File: config.mk
export PLATFORM = sky130hd
export DESIGN_NAME = contiguous_block_allocator
export DESIGN_NICKNAME = d
export VERILOG_FILES = /design/src/design/cba_pkg.sv /design/src/design/cba_ram.sv /design/src/design/cba_div.sv /design/src/design/cba_queue.sv /design/src/design/cba_front.sv /design/src/design/cba_back.sv /design/src/design/contiguous_block_allocator.sv
export SDC_FILE = /design/constraint.sdc
export NUM_CORES = 1
export LEC_CHECK = 0
export BUFFER_PORTS_ARGS = -buffer_cell sky130_fd_sc_hd__buf_2
export CORE_MARGIN = 1.5
export CORE_UTILIZATION = 45
export DETAILED_ROUTE_END_ITERATION = 10
export SYNTH_ARGS = -nofsm -noshare
export SYNTH_HDL_FRONTEND = slang
export SYNTH_SLANG_ARGS = --single-unit
File: constraint.sdc
create_clock -name clk -period 11.9 [get_ports clk]
set_input_delay 1.19 -clock clk [delete_from_list [all_inputs] [get_ports clk]]
set_output_delay 1.19 -clock clk [all_outputs]
set_load 0.05 [all_outputs]
File: src/design/cba_pkg.sv
// ----------------------------------------------------------------------------
// cba_pkg
// Shared types, widths and codes of the contiguous block allocator.
// ----------------------------------------------------------------------------
`default_nettype none

package cba_pkg;

  localparam int CMD_W     = 2;
  localparam int START_W   = 8;
  localparam int SIZE_W    = 18;
  localparam int BS_W      = 11;
  localparam int CNT_W     = 9;
  localparam int ALLOC_W   = 19;
  localparam int SLACK_W   = 10;
  localparam int REM_W     = 10;
  localparam int CFG_IDX_W = 1;

  localparam int NUM_BLOCKS_DEF = 256;
  localparam int QUEUE_DEPTH    = 2;

  localparam logic [BS_W-1:0] MAX_BLOCK_SIZE = 11'd1024;

  // command codes on the input channel
  localparam logic [CMD_W-1:0] CMD_ALLOC    = 2'd0;
  localparam logic [CMD_W-1:0] CMD_EXT_FRAG = 2'd1;
  localparam logic [CMD_W-1:0] CMD_INT_FRAG = 2'd2;

  // configuration register indexes
  localparam logic [CFG_IDX_W-1:0] CFG_BLOCK_SIZE  = 1'b0;
  localparam logic [CFG_IDX_W-1:0] CFG_BLOCK_COUNT = 1'b1;

  typedef enum logic [1:0] {
    OP_ALLOC,
    OP_EXT,
    OP_INT,
    OP_NONE
  } op_t;

  typedef struct packed {
    op_t                op;
    logic [START_W-1:0] start;
    logic [SIZE_W-1:0]  size;
  } item_t;

  typedef struct packed {
    logic               status;
    logic [SIZE_W-1:0]  blocks_needed;
    logic [ALLOC_W-1:0] allocated_space_kb;
    logic [SLACK_W-1:0] internal_slack_kb;
    logic [CNT_W-1:0]   free_block_total;
    logic [CNT_W-1:0]   largest_free_run;
    logic               external_fragmented;
  } res_t;

  typedef enum logic [2:0] {
    BK_CLEAR,
    BK_IDLE,
    BK_DIV,
    BK_RANGE,
    BK_SCAN,
    BK_MARK,
    BK_DONE
  } back_state_t;

endpackage

`default_nettype wire

File: src/design/cba_ram.sv
// ----------------------------------------------------------------------------
// cba_ram
// Generic single-port RAM with registered read data.
// ----------------------------------------------------------------------------
`default_nettype none

module cba_ram #(
  parameter int WIDTH = 1,
  parameter int DEPTH = 256
) (
  input  wire logic                     clk,
  input  wire logic                     we,
  input  wire logic [$clog2(DEPTH)-1:0] addr,
  input  wire logic [WIDTH-1:0]         wdata,
  output logic      [WIDTH-1:0]         rdata
);

  logic [WIDTH-1:0] mem_r [DEPTH];
  logic [WIDTH-1:0] rdata_r;

  always_ff @(posedge clk) begin
    if (we) begin
      mem_r[addr] <= wdata;
    end
    rdata_r <= mem_r[addr];
  end

  assign rdata = rdata_r;

endmodule

`default_nettype wire

File: src/design/cba_div.sv
// ----------------------------------------------------------------------------
// cba_div
// Restoring divider, one quotient bit per cycle.
// ----------------------------------------------------------------------------
`default_nettype none

module cba_div import cba_pkg::*; (
  input  wire logic              clk,
  input  wire logic              rst_n,
  input  wire logic              start,
  input  wire logic [SIZE_W-1:0] dividend,
  input  wire logic [BS_W-1:0]   divisor,
  output logic                   done,
  output logic      [SIZE_W-1:0] quotient,
  output logic      [REM_W-1:0]  remainder
);

  localparam int STEP_W = $clog2(SIZE_W);

  logic              busy_r, busy_nxt;
  logic              done_r, done_nxt;
  logic [STEP_W-1:0] cnt_r, cnt_nxt;
  logic [SIZE_W-1:0] quo_r, quo_nxt;
  logic [REM_W-1:0]  rem_r, rem_nxt;
  logic [BS_W-1:0]   dvs_r, dvs_nxt;
  logic [BS_W-1:0]   trial;
  logic              ge;

  always_comb begin
    trial    = {rem_r, quo_r[SIZE_W-1]};
    ge       = (trial >= dvs_r);
    busy_nxt = busy_r;
    done_nxt = 1'b0;
    cnt_nxt  = cnt_r;
    quo_nxt  = quo_r;
    rem_nxt  = rem_r;
    dvs_nxt  = dvs_r;
    if (start) begin
      quo_nxt  = dividend;
      rem_nxt  = '0;
      dvs_nxt  = divisor;
      busy_nxt = 1'b1;
      cnt_nxt  = STEP_W'(SIZE_W - 1);
    end else if (busy_r) begin
      // below the divisor the trial value fits the remainder width
      rem_nxt = ge ? REM_W'(trial - dvs_r) : trial[REM_W-1:0];
      quo_nxt = {quo_r[SIZE_W-2:0], ge};
      cnt_nxt = cnt_r - STEP_W'(1);
      if (cnt_r == '0) begin
        busy_nxt = 1'b0;
        done_nxt = 1'b1;
      end
    end
  end

  always_ff @(posedge clk) begin
    if (!rst_n) begin
      busy_r <= 1'b0;
      done_r <= 1'b0;
      cnt_r  <= '0;
    end else begin
      busy_r <= busy_nxt;
      done_r <= done_nxt;
      cnt_r  <= cnt_nxt;
    end
  end

  always_ff @(posedge clk) begin
    quo_r <= quo_nxt;
    rem_r <= rem_nxt;
    dvs_r <= dvs_nxt;
  end

  assign done      = done_r;
  assign quotient  = quo_r;
  assign remainder = rem_r;

endmodule

`default_nettype wire

File: src/design/cba_queue.sv
// ----------------------------------------------------------------------------
// cba_queue
// Short command queue between the front and back parts.
// ----------------------------------------------------------------------------
`default_nettype none

module cba_queue import cba_pkg::*; (
  input  wire logic  clk,
  input  wire logic  rst_n,
  input  wire logic  push,
  input  wire item_t push_item,
  output logic       full,
  input  wire logic  pop,
  output logic       empty,
  output item_t      head_item
);

  localparam int QP_W = $clog2(QUEUE_DEPTH);
  localparam int QC_W = $clog2(QUEUE_DEPTH + 1);

  item_t            slot_r [QUEUE_DEPTH];
  logic [QP_W-1:0]  wp_r, wp_nxt;
  logic [QP_W-1:0]  rp_r, rp_nxt;
  logic [QC_W-1:0]  cnt_r, cnt_nxt;
  logic             do_push, do_pop;

  assign full    = (cnt_r == QC_W'(QUEUE_DEPTH));
  assign empty   = (cnt_r == '0);
  assign do_push = push && !full;
  assign do_pop  = pop && !empty;

  always_comb begin
    wp_nxt  = do_push ? wp_r + QP_W'(1) : wp_r;
    rp_nxt  = do_pop  ? rp_r + QP_W'(1) : rp_r;
    cnt_nxt = cnt_r;
    if (do_push && !do_pop) begin
      cnt_nxt = cnt_r + QC_W'(1);
    end else if (do_pop && !do_push) begin
      cnt_nxt = cnt_r - QC_W'(1);
    end
  end

  always_ff @(posedge clk) begin
    if (!rst_n) begin
      wp_r  <= '0;
      rp_r  <= '0;
      cnt_r <= '0;
    end else begin
      wp_r  <= wp_nxt;
      rp_r  <= rp_nxt;
      cnt_r <= cnt_nxt;
    end
  end

  always_ff @(posedge clk) begin
    if (do_push) begin
      slot_r[wp_r] <= push_item;
    end
  end

  assign head_item = slot_r[rp_r];

endmodule

`default_nettype wire

File: src/design/cba_front.sv
// ----------------------------------------------------------------------------
// cba_front
// Input stage: accepts transactions, decodes the command, feeds the queue.
// ----------------------------------------------------------------------------
`default_nettype none

module cba_front import cba_pkg::*; (
  input  wire logic               clk,
  input  wire logic               rst_n,
  input  wire logic               clearing,
  input  wire logic               in_valid,
  output logic                    in_ready,
  input  wire logic [CMD_W-1:0]   in_command,
  input  wire logic [START_W-1:0] in_start_block,
  input  wire logic [SIZE_W-1:0]  in_file_size_kb,
  output logic                    q_push,
  output item_t                   q_item,
  input  wire logic               q_full
);

  logic  fr_valid_r, fr_valid_nxt;
  item_t fr_item_r;
  item_t dec_item;
  logic  take;

  always_comb begin
    dec_item.start = in_start_block;
    dec_item.size  = in_file_size_kb;
    case (in_command)
      CMD_ALLOC:    dec_item.op = OP_ALLOC;
      CMD_EXT_FRAG: dec_item.op = OP_EXT;
      CMD_INT_FRAG: dec_item.op = OP_INT;
      default:      dec_item.op = OP_NONE;
    endcase
  end

  assign q_push   = fr_valid_r && !q_full;
  assign in_ready = !clearing && (!fr_valid_r || !q_full);
  assign take     = in_valid && in_ready;

  always_comb begin
    fr_valid_nxt = fr_valid_r;
    if (take) begin
      fr_valid_nxt = 1'b1;
    end else if (q_push) begin
      fr_valid_nxt = 1'b0;
    end
  end

  always_ff @(posedge clk) begin
    if (!rst_n) begin
      fr_valid_r <= 1'b0;
    end else begin
      fr_valid_r <= fr_valid_nxt;
    end
  end

  always_ff @(posedge clk) begin
    if (take) begin
      fr_item_r <= dec_item;
    end
  end

  assign q_item = fr_item_r;

endmodule

`default_nettype wire

File: src/design/cba_back.sv
// ----------------------------------------------------------------------------
// cba_back
// Execution sequencer: map clearing, size division, map scan and marking.
// ----------------------------------------------------------------------------
`default_nettype none

module cba_back import cba_pkg::*; #(
  parameter int NUM_BLOCKS = NUM_BLOCKS_DEF
) (
  input  wire logic             clk,
  input  wire logic             rst_n,
  input  wire logic [BS_W-1:0]  eff_bs,
  input  wire logic [CNT_W-1:0] eff_cnt,
  output logic                  clearing,
  input  wire logic             q_empty,
  input  wire item_t            q_item,
  output logic                  q_pop,
  output logic                  out_valid,
  input  wire logic             out_ready,
  output res_t                  out_res
);

  localparam int IDX_W = $clog2(NUM_BLOCKS);
  localparam int PTR_W = (IDX_W > CNT_W) ? IDX_W : CNT_W;
  localparam logic [PTR_W-1:0] LAST_IDX = PTR_W'(NUM_BLOCKS - 1);

  back_state_t       st_r, st_nxt;
  item_t             item_r, item_nxt;
  res_t              res_r, res_nxt;
  res_t              ores_r, ores_nxt;
  logic              ovalid_r, ovalid_nxt;
  logic [PTR_W-1:0]  ptr_r, ptr_nxt;
  logic [PTR_W-1:0]  end_r, end_nxt;
  logic              hit_r, hit_nxt;
  logic              rd_v_r, rd_v_nxt;
  logic [CNT_W-1:0]  run_r, run_nxt;
  logic [CNT_W-1:0]  run_inc;

  logic              div_start, div_done;
  logic [SIZE_W-1:0] div_quo;
  logic [REM_W-1:0]  div_rem;
  logic              rem_nz;
  logic [SIZE_W-1:0] need;
  logic [ALLOC_W-1:0] alloc_kb;
  logic [SLACK_W-1:0] slack_kb;
  logic [ALLOC_W-1:0] range_end;
  logic              issue;

  logic              ram_we, ram_wdata, ram_rdata;

  cba_div u_div (
    .clk       (clk),
    .rst_n     (rst_n),
    .start     (div_start),
    .dividend  (q_item.size),
    .divisor   (eff_bs),
    .done      (div_done),
    .quotient  (div_quo),
    .remainder (div_rem)
  );

  cba_ram #(
    .WIDTH (1),
    .DEPTH (NUM_BLOCKS)
  ) u_map (
    .clk   (clk),
    .we    (ram_we),
    .addr  (ptr_r[IDX_W-1:0]),
    .wdata (ram_wdata),
    .rdata (ram_rdata)
  );

  // allocated space is the size rounded up to a block multiple
  assign rem_nz    = (div_rem != '0);
  assign need      = div_quo + SIZE_W'(rem_nz);
  assign alloc_kb  = ALLOC_W'(item_r.size) - ALLOC_W'(div_rem)
                   + (rem_nz ? ALLOC_W'(eff_bs) : '0);
  assign slack_kb  = rem_nz ? SLACK_W'(eff_bs - BS_W'(div_rem)) : '0;
  assign range_end = ALLOC_W'(item_r.start) + ALLOC_W'(res_r.blocks_needed);
  assign issue     = (ptr_r < end_r);
  assign run_inc   = run_r + CNT_W'(1);

  always_comb begin
    st_nxt     = st_r;
    item_nxt   = item_r;
    res_nxt    = res_r;
    ores_nxt   = ores_r;
    ovalid_nxt = ovalid_r;
    ptr_nxt    = ptr_r;
    end_nxt    = end_r;
    hit_nxt    = hit_r;
    rd_v_nxt   = 1'b0;
    run_nxt    = run_r;
    q_pop      = 1'b0;
    div_start  = 1'b0;
    ram_we     = 1'b0;
    ram_wdata  = 1'b0;

    if (ovalid_r && out_ready) begin
      ovalid_nxt = 1'b0;
    end

    case (st_r)
      BK_CLEAR: begin
        ram_we = 1'b1;
        if (ptr_r == LAST_IDX) begin
          ptr_nxt = '0;
          st_nxt  = BK_IDLE;
        end else begin
          ptr_nxt = ptr_r + PTR_W'(1);
        end
      end
      BK_IDLE: begin
        if (!q_empty) begin
          q_pop    = 1'b1;
          item_nxt = q_item;
          res_nxt  = '0;
          hit_nxt  = 1'b0;
          run_nxt  = '0;
          case (q_item.op)
            OP_ALLOC, OP_INT: begin
              div_start = 1'b1;
              st_nxt    = BK_DIV;
            end
            OP_EXT: begin
              ptr_nxt = '0;
              end_nxt = PTR_W'(eff_cnt);
              st_nxt  = BK_SCAN;
            end
            default: st_nxt = BK_DONE;
          endcase
        end
      end
      BK_DIV: begin
        if (div_done) begin
          res_nxt.blocks_needed      = need;
          res_nxt.allocated_space_kb = alloc_kb;
          res_nxt.internal_slack_kb  = slack_kb;
          if (item_r.op == OP_ALLOC && need != '0) begin
            st_nxt = BK_RANGE;
          end else begin
            st_nxt = BK_DONE;
          end
        end
      end
      BK_RANGE: begin
        if (range_end > ALLOC_W'(eff_cnt)) begin
          res_nxt.status = 1'b1;
          st_nxt         = BK_DONE;
        end else begin
          ptr_nxt = PTR_W'(item_r.start);
          end_nxt = PTR_W'(range_end);
          st_nxt  = BK_SCAN;
        end
      end
      BK_SCAN: begin
        // read one address per cycle, data comes back in the next cycle
        rd_v_nxt = issue;
        if (issue) begin
          ptr_nxt = ptr_r + PTR_W'(1);
        end
        if (rd_v_r) begin
          if (item_r.op == OP_ALLOC) begin
            if (ram_rdata) begin
              hit_nxt = 1'b1;
            end
          end else if (!ram_rdata) begin
            res_nxt.free_block_total = res_r.free_block_total + CNT_W'(1);
            run_nxt                  = run_inc;
            if (run_inc > res_r.largest_free_run) begin
              res_nxt.largest_free_run = run_inc;
            end
          end else begin
            run_nxt = '0;
          end
        end
        if (!issue && !rd_v_r) begin
          if (item_r.op == OP_ALLOC) begin
            if (hit_r) begin
              res_nxt.status = 1'b1;
              st_nxt         = BK_DONE;
            end else begin
              ptr_nxt = PTR_W'(item_r.start);
              st_nxt  = BK_MARK;
            end
          end else begin
            res_nxt.external_fragmented = (res_r.free_block_total != '0) &&
                (res_r.largest_free_run < res_r.free_block_total);
            st_nxt = BK_DONE;
          end
        end
      end
      BK_MARK: begin
        ram_we    = 1'b1;
        ram_wdata = 1'b1;
        if (ptr_r + PTR_W'(1) == end_r) begin
          st_nxt = BK_DONE;
        end else begin
          ptr_nxt = ptr_r + PTR_W'(1);
        end
      end
      BK_DONE: begin
        if (!ovalid_r || out_ready) begin
          ovalid_nxt = 1'b1;
          ores_nxt   = res_r;
          st_nxt     = BK_IDLE;
        end
      end
      default: st_nxt = BK_IDLE;
    endcase
  end

  always_ff @(posedge clk) begin
    if (!rst_n) begin
      st_r     <= BK_CLEAR;
      ptr_r    <= '0;
      ovalid_r <= 1'b0;
      rd_v_r   <= 1'b0;
    end else begin
      st_r     <= st_nxt;
      ptr_r    <= ptr_nxt;
      ovalid_r <= ovalid_nxt;
      rd_v_r   <= rd_v_nxt;
    end
  end

  always_ff @(posedge clk) begin
    item_r <= item_nxt;
    res_r  <= res_nxt;
    ores_r <= ores_nxt;
    end_r  <= end_nxt;
    hit_r  <= hit_nxt;
    run_r  <= run_nxt;
  end

  assign clearing  = (st_r == BK_CLEAR);
  assign out_valid = ovalid_r;
  assign out_res   = ores_r;

endmodule

`default_nettype wire

File: src/design/contiguous_block_allocator.sv
// ----------------------------------------------------------------------------
// contiguous_block_allocator
// Contiguous block allocator over a one-bit-per-block allocation map.
// ----------------------------------------------------------------------------
// usage
//   in_*  : command transactions (valid/ready); allocate, external
//           fragmentation report or internal fragmentation report
//   out_* : one result transaction per command, held in an output register
//   cfg_* : block size and block count writes; the user must write them only
//           while the block is idle, the block itself does not enforce it
// steps in the back sequencer, per command
//   internal report : the divide in the 18-step serial divider
//   allocate        : divide, one map read per block, one map write per
//                     block; a failed range check ends right after the
//                     divide, and a taken block ends it after the scan
//   external report : one map read per block
//   unused command  : no map access, straight to the result
//   the input stage register and the command queue lie ahead of that
// throughput: one command at a time in the back sequencer; the front stage
//   and a two-entry queue keep taking commands while it works
// reset: the allocation map is swept clear, one block per cycle, over all
//   NUM_BLOCKS entries; in_ready stays low until the sweep ends
// a stalled receiver holds the result in the output register; the back
//   part waits on it while the front keeps filling the queue
// ----------------------------------------------------------------------------
`default_nettype none

module contiguous_block_allocator import cba_pkg::*; #(
  parameter int NUM_BLOCKS = NUM_BLOCKS_DEF
) (
  input  wire logic                 clk,
  input  wire logic                 rst_n,
  // command channel
  input  wire logic                 in_valid,
  output logic                      in_ready,
  input  wire logic [CMD_W-1:0]     in_command,
  input  wire logic [START_W-1:0]   in_start_block,
  input  wire logic [SIZE_W-1:0]    in_file_size_kb,
  // result channel
  output logic                      out_valid,
  input  wire logic                 out_ready,
  output logic                      out_status,
  output logic      [SIZE_W-1:0]    out_blocks_needed,
  output logic      [ALLOC_W-1:0]   out_allocated_space_kb,
  output logic      [SLACK_W-1:0]   out_internal_slack_kb,
  output logic      [CNT_W-1:0]     out_free_block_total,
  output logic      [CNT_W-1:0]     out_largest_free_run,
  output logic                      out_external_fragmented,
  // configuration write port
  input  wire logic                 cfg_we,
  input  wire logic [CFG_IDX_W-1:0] cfg_index,
  input  wire logic [BS_W-1:0]      cfg_wdata
);

  // block counts past the map depth saturate; the register is 9 bits wide
  localparam int CNT_CAP = (NUM_BLOCKS > 511) ? 511 : NUM_BLOCKS;

  logic [BS_W-1:0]  cfg_block_size_r;
  logic [CNT_W-1:0] cfg_block_count_r;
  logic [BS_W-1:0]  eff_bs;
  logic [CNT_W-1:0] eff_cnt;

  logic  clearing;
  logic  q_push, q_full, q_pop, q_empty;
  item_t q_in_item, q_head_item;
  res_t  res;

  // configuration registers
  always_ff @(posedge clk) begin
    if (!rst_n) begin
      cfg_block_size_r  <= BS_W'(1);
      cfg_block_count_r <= CNT_W'(256);
    end else if (cfg_we) begin
      case (cfg_index)
        CFG_BLOCK_SIZE:  cfg_block_size_r  <= cfg_wdata;
        CFG_BLOCK_COUNT: cfg_block_count_r <= cfg_wdata[CNT_W-1:0];
        default: ;
      endcase
    end
  end

  // zero block size acts as one, sizes above the maximum are clipped
  assign eff_bs = (cfg_block_size_r == '0) ? BS_W'(1) :
                  (cfg_block_size_r > MAX_BLOCK_SIZE) ? MAX_BLOCK_SIZE :
                  cfg_block_size_r;
  assign eff_cnt = (cfg_block_count_r > CNT_W'(CNT_CAP)) ? CNT_W'(CNT_CAP) :
                   cfg_block_count_r;

  // front: accept and decode
  cba_front u_front (
    .clk             (clk),
    .rst_n           (rst_n),
    .clearing        (clearing),
    .in_valid        (in_valid),
    .in_ready        (in_ready),
    .in_command      (in_command),
    .in_start_block  (in_start_block),
    .in_file_size_kb (in_file_size_kb),
    .q_push          (q_push),
    .q_item          (q_in_item),
    .q_full          (q_full)
  );

  // command queue between front and back
  cba_queue u_queue (
    .clk       (clk),
    .rst_n     (rst_n),
    .push      (q_push),
    .push_item (q_in_item),
    .full      (q_full),
    .pop       (q_pop),
    .empty     (q_empty),
    .head_item (q_head_item)
  );

  // back: divide, scan and mark the map, drive the result register
  cba_back #(
    .NUM_BLOCKS (NUM_BLOCKS)
  ) u_back (
    .clk       (clk),
    .rst_n     (rst_n),
    .eff_bs    (eff_bs),
    .eff_cnt   (eff_cnt),
    .clearing  (clearing),
    .q_empty   (q_empty),
    .q_item    (q_head_item),
    .q_pop     (q_pop),
    .out_valid (out_valid),
    .out_ready (out_ready),
    .out_res   (res)
  );

  assign out_status              = res.status;
  assign out_blocks_needed       = res.blocks_needed;
  assign out_allocated_space_kb  = res.allocated_space_kb;
  assign out_internal_slack_kb   = res.internal_slack_kb;
  assign out_free_block_total    = res.free_block_total;
  assign out_largest_free_run    = res.largest_free_run;
  assign out_external_fragmented = res.external_fragmented;

  // no transaction may enter while the map is being swept
  a_no_accept_in_clear: assert property (@(posedge clk) disable iff (!rst_n)
    clearing |-> !in_ready)
    else $error("command accepted during map clear");

  // a failed allocation always asked for at least one block
  a_fail_has_need: assert property (@(posedge clk) disable iff (!rst_n)
    (out_valid && out_status) |-> (out_blocks_needed != '0))
    else $error("allocation failure with zero blocks needed");

  // the longest free run never exceeds the free total
  a_run_le_total: assert property (@(posedge clk) disable iff (!rst_n)
    out_valid |-> (out_largest_free_run <= out_free_block_total))
    else $error("longest free run above free total");

  // fragmentation flag only with free blocks outside the longest run
  a_frag_flag: assert property (@(posedge clk) disable iff (!rst_n)
    (out_valid && out_external_fragmented) |->
      (out_largest_free_run < out_free_block_total))
    else $error("fragmentation flag without split free space");

endmodule

`default_nettype wire

==> qor.csv, run 1 <==
stage,metric,value,unit
die,die_x,255,µm
die,rows,92,
global_route,antenna_found_initial,0,
setup_path,end_kind,register,
placement,port_buffers,113,
pwr,p_sw,1.39,mW
cts,clk_pin_slew,60,ps
pwr,power.internal,3.82,mW
cts,cts_buffers,67,
pwr,switching_share,26.7,%
cts,cts_buffer_depth,3,
cts,h-tree-depth,3,
pwr,ir_drop,0.000110,V
setup_path,slowest_stage,fa_1,
cts,cts_tree,built,
pwr,power_frac_seq,46.7,%
pwr,powerDensity,163,nW/µm²
synthesis,syn_inst,2257,
route,drt.antenna.violating_nets,0,
placement,place_hpwl,44800,µm
final_layout,final_common_cell,edfxtp_1,
placement,gp_congestion,0.900,
final_layout,final_cell_mix,"edfxtp_1, nor2_1, nand2_1",
route,via_per_inst,5.48,
synthesis,synthFlopType,edfxtp_1,
setup_path,worstSetupStartpoint,u_back.item_r[18],
setup_path,crit_type,reg -> reg,
setup_path,crit_path_start_kind,register,
setup_path,worstPathRequired,12380,ps
job,maxCapViolations,0,
cts,insertion_delay,610,ps
outcome,status,finished clean,
setup_path,crit_fanout,17,
timing,fin_crit_sh,36.5,%
timing,slew-limit-headroom,19.1,%
setup_path,worstPathCellList,ha_1 -> fa_1 -> a211oi_2 -> o21ai_0 -> nor2_1 -> o21a_1 -> xnor2_1 -> ha_1 -> o21a_1 -> a221o_1 -> a22o_1 -> a211oi_4 -> a31oi_4 -> or3_1 -> a41o_1,
route,finalWirelength,67400,µm
pwr,p_comb_share,15.0,%
synthesis,yosys.area.top_type,edfxtp_1,
global_route,grt_pass1_vias,17900,
synthesis,synth-warning-count,0,
timing,setup_viol,0,
timing,hold-worst-slack,416,ps
final_layout,fin_nets,2510,
cts,ctsHoldBuffers,0,
die,fp.coreArea,62900,µm²
timing,tightestPinTransition,1200,ps
global_route,grt_use_total,21.2,%
pwr,leakagePower,11.2,nW
route,dr.pass1.iters,5,
die,ios,114,
timing,finalHoldViolations,0,
route,drtIter0Drc,1644,
global_route,grt_start_max_net_pins,130,
synthesis,synth_edf_count,550,
setup_path,path_delay_family,compound AO/OA/AOI/OAI gates,
die,initial_core_util,45.3,%
synthesis,syn_avg_cell_area,12.6,µm²
cts,postCtsSetupRepairBufs,0,
synthesis,ys_types,73,
setup_path,cp_slowest_stage_delay,440,ps
global_route,grt_overflow_total,0,
timing,finalCriticalPeriod,4350,ps
timing,skew,26.2,ps
synthesis,syn_nets,2413,
route,vias,17800,
cts,cts_resized,0,
die,die_area,64800,µm²
synthesis,synth_area,28500,µm²
synthesis,ys_seq_elements,608,
synthesis,netlist.area_leader.share,58.0,%
synthesis,yosys-top-cells-area,"edfxtp_1, mux4_2, nor2_1",
final_layout,fill_cells,5516,
worst_hold_path,hp-start,u_back.res_r[40],
final_layout,antenna_cells,0,
timing,clock.fmax,230,MHz
cts,clock_sinks,608,
setup_path,r2r_start,u_back.item_r[18],
timing,slew_violations,0,
die,die-height,255,µm
setup_path,arrival,4830,ps
cts,root_buffer,clkbuf_16,
final_layout,layout-drive-gt1-share,15.2,%
route,drc,0,
final_layout,synthToLayoutAreaGrowth,12.3,%
worst_hold_path,hold_path_class,reg -> reg,
timing,rsz0062_at_grt,false,
global_route,grt_pass1_wl,103000,µm
synthesis,async_flop_share,0,%
pwr,clkPwrFrac,38.3,%
setup_path,crit_buf_inv,0,
timing,setup_tns,0,ps
route,drt-wirelength-per-cell,20.7,µm
synthesis,yosysSeqAreaShare,62.1,%
[layout make-up]
cell class	count	area, µm²	share of cell area [%]
clock buffer	86	1810	5.67
multi-input combinational	1408	9880	30.9
sequential	608	17700	55.3
clock inverter	36	292	0.912
timing repair buffer	141	776	2.43
inverter	128	480	1.50
tap	846	1060	3.31
[layer usage]
metal	up-vias	track usage [%]	share of wire, %
li1	8383	-	-
met1	8835	27.1	41
met2	523	36.4	50
met3	98	3.50	6.0
met4	0	7.69	2.7
met5	-	0	0
[power by group through the flow]
| stage | logic, mW | registers, mW | clock network, mW |
|---|---|---|---|
| after floorplan | 0.600 | 2.43 | 0 |
| after global placement | 0.779 | 2.48 | 0 |
| after detailed placement | 0.781 | 2.48 | 0 |
| after CTS | 0.786 | 2.43 | 2.04 |
| after global routing | 0.868 | 2.44 | 2.12 |
| final | 0.784 | 2.43 | 1.99 |
[sequential cells by signal (all words and copies together), names as in the netlist, 2 cells and up, named ones only]
register                flops
u_back.u_div.cnt_r          5
cfg_block_size_r           11
u_back.end_r                9
u_queue.slot_r             56
u_back.u_div.dvs_r         11
u_back.run_r                9
u_back.u_div.remainder     10
u_back.res_r               67
cfg_block_count_r           9
u_back.u_map.mem_r        256
u_back.u_div.quotient      18
u_back.out_res             67
u_back.item_r              28
u_front.q_item             28
u_back.ptr_r                9
u_queue.cnt_r               2
u_back.st_r                 3
[worst reg2reg max path, stage by stage (launching register included)]
cell and delay (ps):
edfxtp_1 420, ha_1 250, fa_1 440, a211oi_2 290, o21ai_0 220, nor2_1 130
o21a_1 130, xnor2_1 170, ha_1 300, o21a_1 110, a221o_1 330, a22o_1 250
a211oi_4 290, a31oi_4 230, or3_1 450, a41o_1 230
[metrics by stage]
stage / power (mW) / util, % / instances / setup WS [ps] / instance area (µm²)
3_3_place_gp: 3.25 / 47.5 / 3131 / 7690 / 29900
3_5_place_dp: 3.26 / 47.5 / 3131 / 7580 / 29900
2_1_floorplan: 3.03 / - / 2257 / 3660 / 28500
5_1_grt: 5.43 / 50.9 / 3253 / 7300 / 32000
4_1_cts: 5.26 / 50.9 / 3253 / 7580 / 32000
6_report: 5.21 / 50.9 / 3253 / 7550 / 32000
[kinds of logic after synthesis]
family                   Yosys count  synth area share, %
AND/OR/NAND/NOR                  807                 12.4
flip-flops                       608                 62.1
AO/OA/AOI/OAI                    287                 6.54
buffers and inverters            241                 3.34
multiplexers                     118                 7.78
adder cells (fa/ha/maj)          111                 5.22
XOR/XNOR                          85                 2.61
[Yosys cell counts, types with 17 or more instances]
| cell type | n |
|---|---|
| a21o_1 | 20 |
| a21oi_1 | 87 |
| and2_1 | 22 |
| clkbuf_1 | 84 |
| dfxtp_1 | 58 |
| edfxtp_1 | 550 |
| ha_1 | 98 |
| inv_1 | 125 |
| mux2_2 | 28 |
| mux4_2 | 80 |
| nand2_1 | 202 |
| nand3_1 | 49 |
| nand4_1 | 19 |
| nor2_1 | 372 |
| nor2b_1 | 27 |
| nor3_1 | 38 |
| nor4_1 | 17 |
| o21a_1 | 19 |
| o21ai_0 | 61 |
| xnor2_1 | 46 |
| xor2_1 | 39 |
[final timing paths]
| kind | endpoint | slack, ps | depth (start not counted) |
|---|---|---|---|
| worst min-delay path | u_back.out_res[40] | 420 | 0 |
| worst max register to register | u_back.ptr_r[0] | 7550 | 15 |
| worst min register to register | u_back.out_res[40] | 420 | 0 |
| worst max-delay path | u_back.ptr_r[0] | 7550 | 15 |
(Power assumes the default switching activity.)
==> inputs of run 2 (changes only) <==
--- a/config.mk
+++ b/config.mk
@@ -5,6 +5,7 @@
 export SDC_FILE = /design/constraint.sdc
 export NUM_CORES = 1
 export LEC_CHECK = 0
+export ABC_AREA = 1
 export BUFFER_PORTS_ARGS = -buffer_cell sky130_fd_sc_hd__buf_2
 export CORE_MARGIN = 1.5
 export CORE_UTILIZATION = 45
==> constraint.sdc (replaced) <==
create_clock -name clk -period 3.8 [get_ports clk]
set_input_delay 0.38 -clock clk [delete_from_list [all_inputs] [get_ports clk]]
set_output_delay 0.38 -clock clk [all_outputs]
set_load 0.05 [all_outputs]
==> run 2 against run 1 <==
Wire length is 15% higher; combinational power grew to 4.2 times the previous value; worst hold slack worse by 340 ps; non-clock buffer count is 48 higher; via count is 22% higher; power grew to 3.3 times the previous value; critical path type unchanged.
==> qor.csv, run 2 <==
stage,metric,value,unit,change
timing,slew-limit-headroom,23.1,%,+4.0 points
die,fp.coreArea,63400,µm²,+0.92%
cts,insertion_delay,600,ps,about the same
route,drtIter0Drc,2116,,+29%
synthesis,yosys.area.top_type,edfxtp_1,,
timing,skew,20.9,ps,-5.29 ps
final_layout,largest-register,u_back.u_map.mem_r,,
global_route,grt_overflow_total,0,,unchanged
setup_path,worstPathRequired,4240,ps,-8140 ps
final_layout,antenna_cells,0,,unchanged
setup_path,crit_fanout,8,,-9
timing,fin_crit_sh,92.0,%,+55 points
synthesis,syn_inst,2953,,+31%
die,die_x,257,µm,+0.96%
die,rows,92,,unchanged
synthesis,async_flop_share,0,%,unchanged
pwr,power_frac_seq,43.6,%,-3.1 points
route,drc,0,,unchanged
timing,setup_viol,0,,unchanged
global_route,grt_start_max_net_pins,263,,+100%
timing,slew_violations,0,,unchanged
global_route,grt_use_total,23.4,%,+2.1 points
timing,rsz0062_at_grt,false,,
route,drt.antenna.violating_nets,0,,unchanged
route,dr.pass1.iters,7,,+2
synthesis,synthFlopType,edfxtp_1,,
synthesis,synth_edf_count,550,,unchanged
timing,tightestPinTransition,1150,ps,-54.4 ps
route,vias,21700,,+22%
timing,clock.fmax,286,MHz,+24%
synthesis,ys_types,51,,-30%
final_layout,synthToLayoutAreaGrowth,14.3,%,
synthesis,yosysMostFrequentCell,nor2_1,,
global_route,grt_pass1_vias,21100,,+18%
synthesis,yosysSeqAreaShare,60.9,%,-1.2 points
die,die_area,66100,µm²,+1.9%
pwr,switching_share,29.6,%,+2.9 points
synthesis,synth_area,29000,µm²,+2.0%
timing,finalHoldViolations,0,,unchanged
global_route,antenna_found_initial,0,,unchanged
die,die-height,257,µm,+0.96%
final_layout,final_common_cell,nor2_1,,
setup_path,crit_type,reg -> reg,,
final_layout,largest_reg_flops,256,,unchanged
placement,port_buffers,113,,unchanged
synthesis,yosys-top-cells-area,"edfxtp_1, nor2_1, nand2_1",,
setup_path,crit_path_start_kind,register,,
die,initial_core_util,45.8,%,+0.47 points
final_layout,utilization,52.4,%,+1.5 points
cts,clock_sinks,608,,unchanged
final_layout,fin_nets,3255,,+30%
pwr,p_comb_share,19.0,%,+4.0 points
cts,cts_buffers,68,,+1.5%
placement,place_hpwl,50900,µm,+14%
job,maxCapViolations,0,,unchanged
cts,clk_pin_slew,60,ps,about the same
pwr,powerDensity,520,nW/µm²,+220%
final_layout,final_cell_mix,"nor2_1, edfxtp_1, nand2_1",,
pwr,ir_drop,0.000356,V,+230%
route,drt-wirelength-per-cell,19.4,µm,-6.6%
pwr,p_sw,5.11,mW,+270%
worst_hold_path,hold_path_class,in -> reg,,
setup_path,end_kind,register,,
synthesis,ys_seq_elements,608,,unchanged
outcome,status,finished clean,,
route,via_per_inst,5.44,,-0.87%
synthesis,syn_avg_cell_area,9.84,µm²,-22%
synthesis,syn_nets,3109,,+29%
pwr,power.internal,12.1,mW,+220%
pwr,leakagePower,12.1,nW,+7.6%
cts,cts_tree,built,,
final_layout,layout-drive-gt1-share,10.4,%,-4.7 points
synthesis,netlist.area_leader.share,56.9,%,-1.1 points
synthesis,synthTopCellsByCount,"nor2_1, edfxtp_1, nand2_1",,
cts,cts_buffer_depth,3,,unchanged
route,finalWirelength,77400,µm,+15%
placement,gp_congestion,0.927,,+2.9%
timing,finalCriticalPeriod,3490,ps,-852 ps
cts,root_buffer,clkbuf_16,,
synthesis,synth-warning-count,0,,unchanged
pwr,clkPwrFrac,37.4,%,-0.9 points
cts,h-tree-depth,3,,unchanged
setup_path,arrival,3930,ps,-900 ps
global_route,grt_pass1_wl,120000,µm,+16%
timing,setup_tns,0,ps,unchanged
die,ios,114,,unchanged
## run 2: cell count changes in the layout (fill, tap and decap cells not counted), moves of 19 or more
cell / before / now
a21oi_1: 87 / 112
nor2_1: 371 / 573
mux4_2: 80 / 0
mux2_2: 28 / 0
and2_1: 22 / 2
nand4_1: 19 / 38
inv_1: 125 / 266
o22ai_1: 3 / 75
nor2b_1: 27 / 0
o21ai_0: 61 / 229
nand3_1: 49 / 106
xnor2_1: 46 / 6
dlygate4sd3_1: 0 / 30
nand2_1: 201 / 503
## run 2: final timing paths
check | slack, ps | from | cells after the start | end
hold reg to reg | 420 | u_back.res_r[39] | 0 | u_back.out_res[39]
hold / removal | 70 | cfg_wdata[8] | 3 | cfg_block_count_r[8]
setup / recovery | 310 | cfg_block_size_r[7] | 21 | u_back.res_r[43]
setup reg to reg | 310 | cfg_block_size_r[7] | 21 | u_back.res_r[43]
## run 2: kinds of logic (layout without fill, tap and decap cells)
family | Yosys count | count (layout) | share of synthesized area (%)
XOR/XNOR | 37 | 37 | 1.12
buffers and inverters | 403 | 602 | 5.35
AND/OR/NAND/NOR | 1322 | 1322 | 18.7
adder cells (fa/ha/maj) | 111 | 111 | 5.12
flip-flops | 608 | 608 | 60.9
AO/OA/AOI/OAI | 472 | 472 | 8.87
## run 2: power groups by stage
| stage | Sequential, mW | Clock (mW) | Combinational (mW) |
|---|---|---|---|
| final | 7.52 | 6.45 | 3.28 |
| after global routing | 7.53 | 6.82 | 3.64 |
| after CTS | 7.51 | 6.59 | 3.19 |
| after detailed placement | 7.65 | 0 | 3.15 |
| after global placement | 7.65 | 0 | 3.11 |
| after floorplan | 7.62 | 0 | 2.15 |
## run 2: metal layers
layer	global-route usage (%)	up-vias	part of all wire, %
met5	0	-	0
met4	7.12	0	2.2
met3	2.94	122	6.3
met2	36.8	732	45
met1	33.7	10500	46
li1	-	10400	-
## run 2: cell type report
type	count	area [µm²]
Timing Repair Buffer	189	1240
Multi-Input combinational cell	1942	9960
Tap cell	846	1060
Fill cell	5688	30200
Clock inverter	36	333
Clock buffer	87	1840
Inverter	290	1090
Sequential cell	608	17700
## run 2: through the flow
| step | power, mW | hold WS (ps) | instances | area (µm²) | setup slack [ps] |
|---|---|---|---|---|---|
| after floorplan | 9.78 | 400 | 2953 | 29200 | -215 |
| after global placement | 10.8 | 402 | 3844 | 30700 | 165 |
| after detailed placement | 10.8 | 406 | 3844 | 30700 | 125 |
| after CTS | 17.3 | 43.5 | 3997 | 33100 | 88.4 |
| after global routing | 18.0 | 72.4 | 3998 | 33200 | 3.18 |
| final | 17.3 | 71.6 | 3998 | 33200 | 305 |
## run 2: critical path, stage by stage, from the launching register on
cell      delay, ps
dfxtp_1         320
nor4_2          290
nand4_1         170
nand2_2         120
inv_2           100
nor2_4          120
nand2_1          80
fa_1            500
inv_1            70
ha_4            290
inv_2            60
o21bai_1        220
nand2_1          80
nand2_1         100
nand2_1          60
o211ai_1        110
a21oi_1          70
inv_1           100
nand2_1          80
o21bai_1        160
o21ai_0          90
a21oi_1         140
## run 2: timing repair
action                                  4_1_cts  5_1_grt
buffers inserted                              0        1
gates resized for setup                       0       19
endpoints found under the setup margin        0       13
hold buffers                                 30        0
endpoints found under the hold margin        30        0
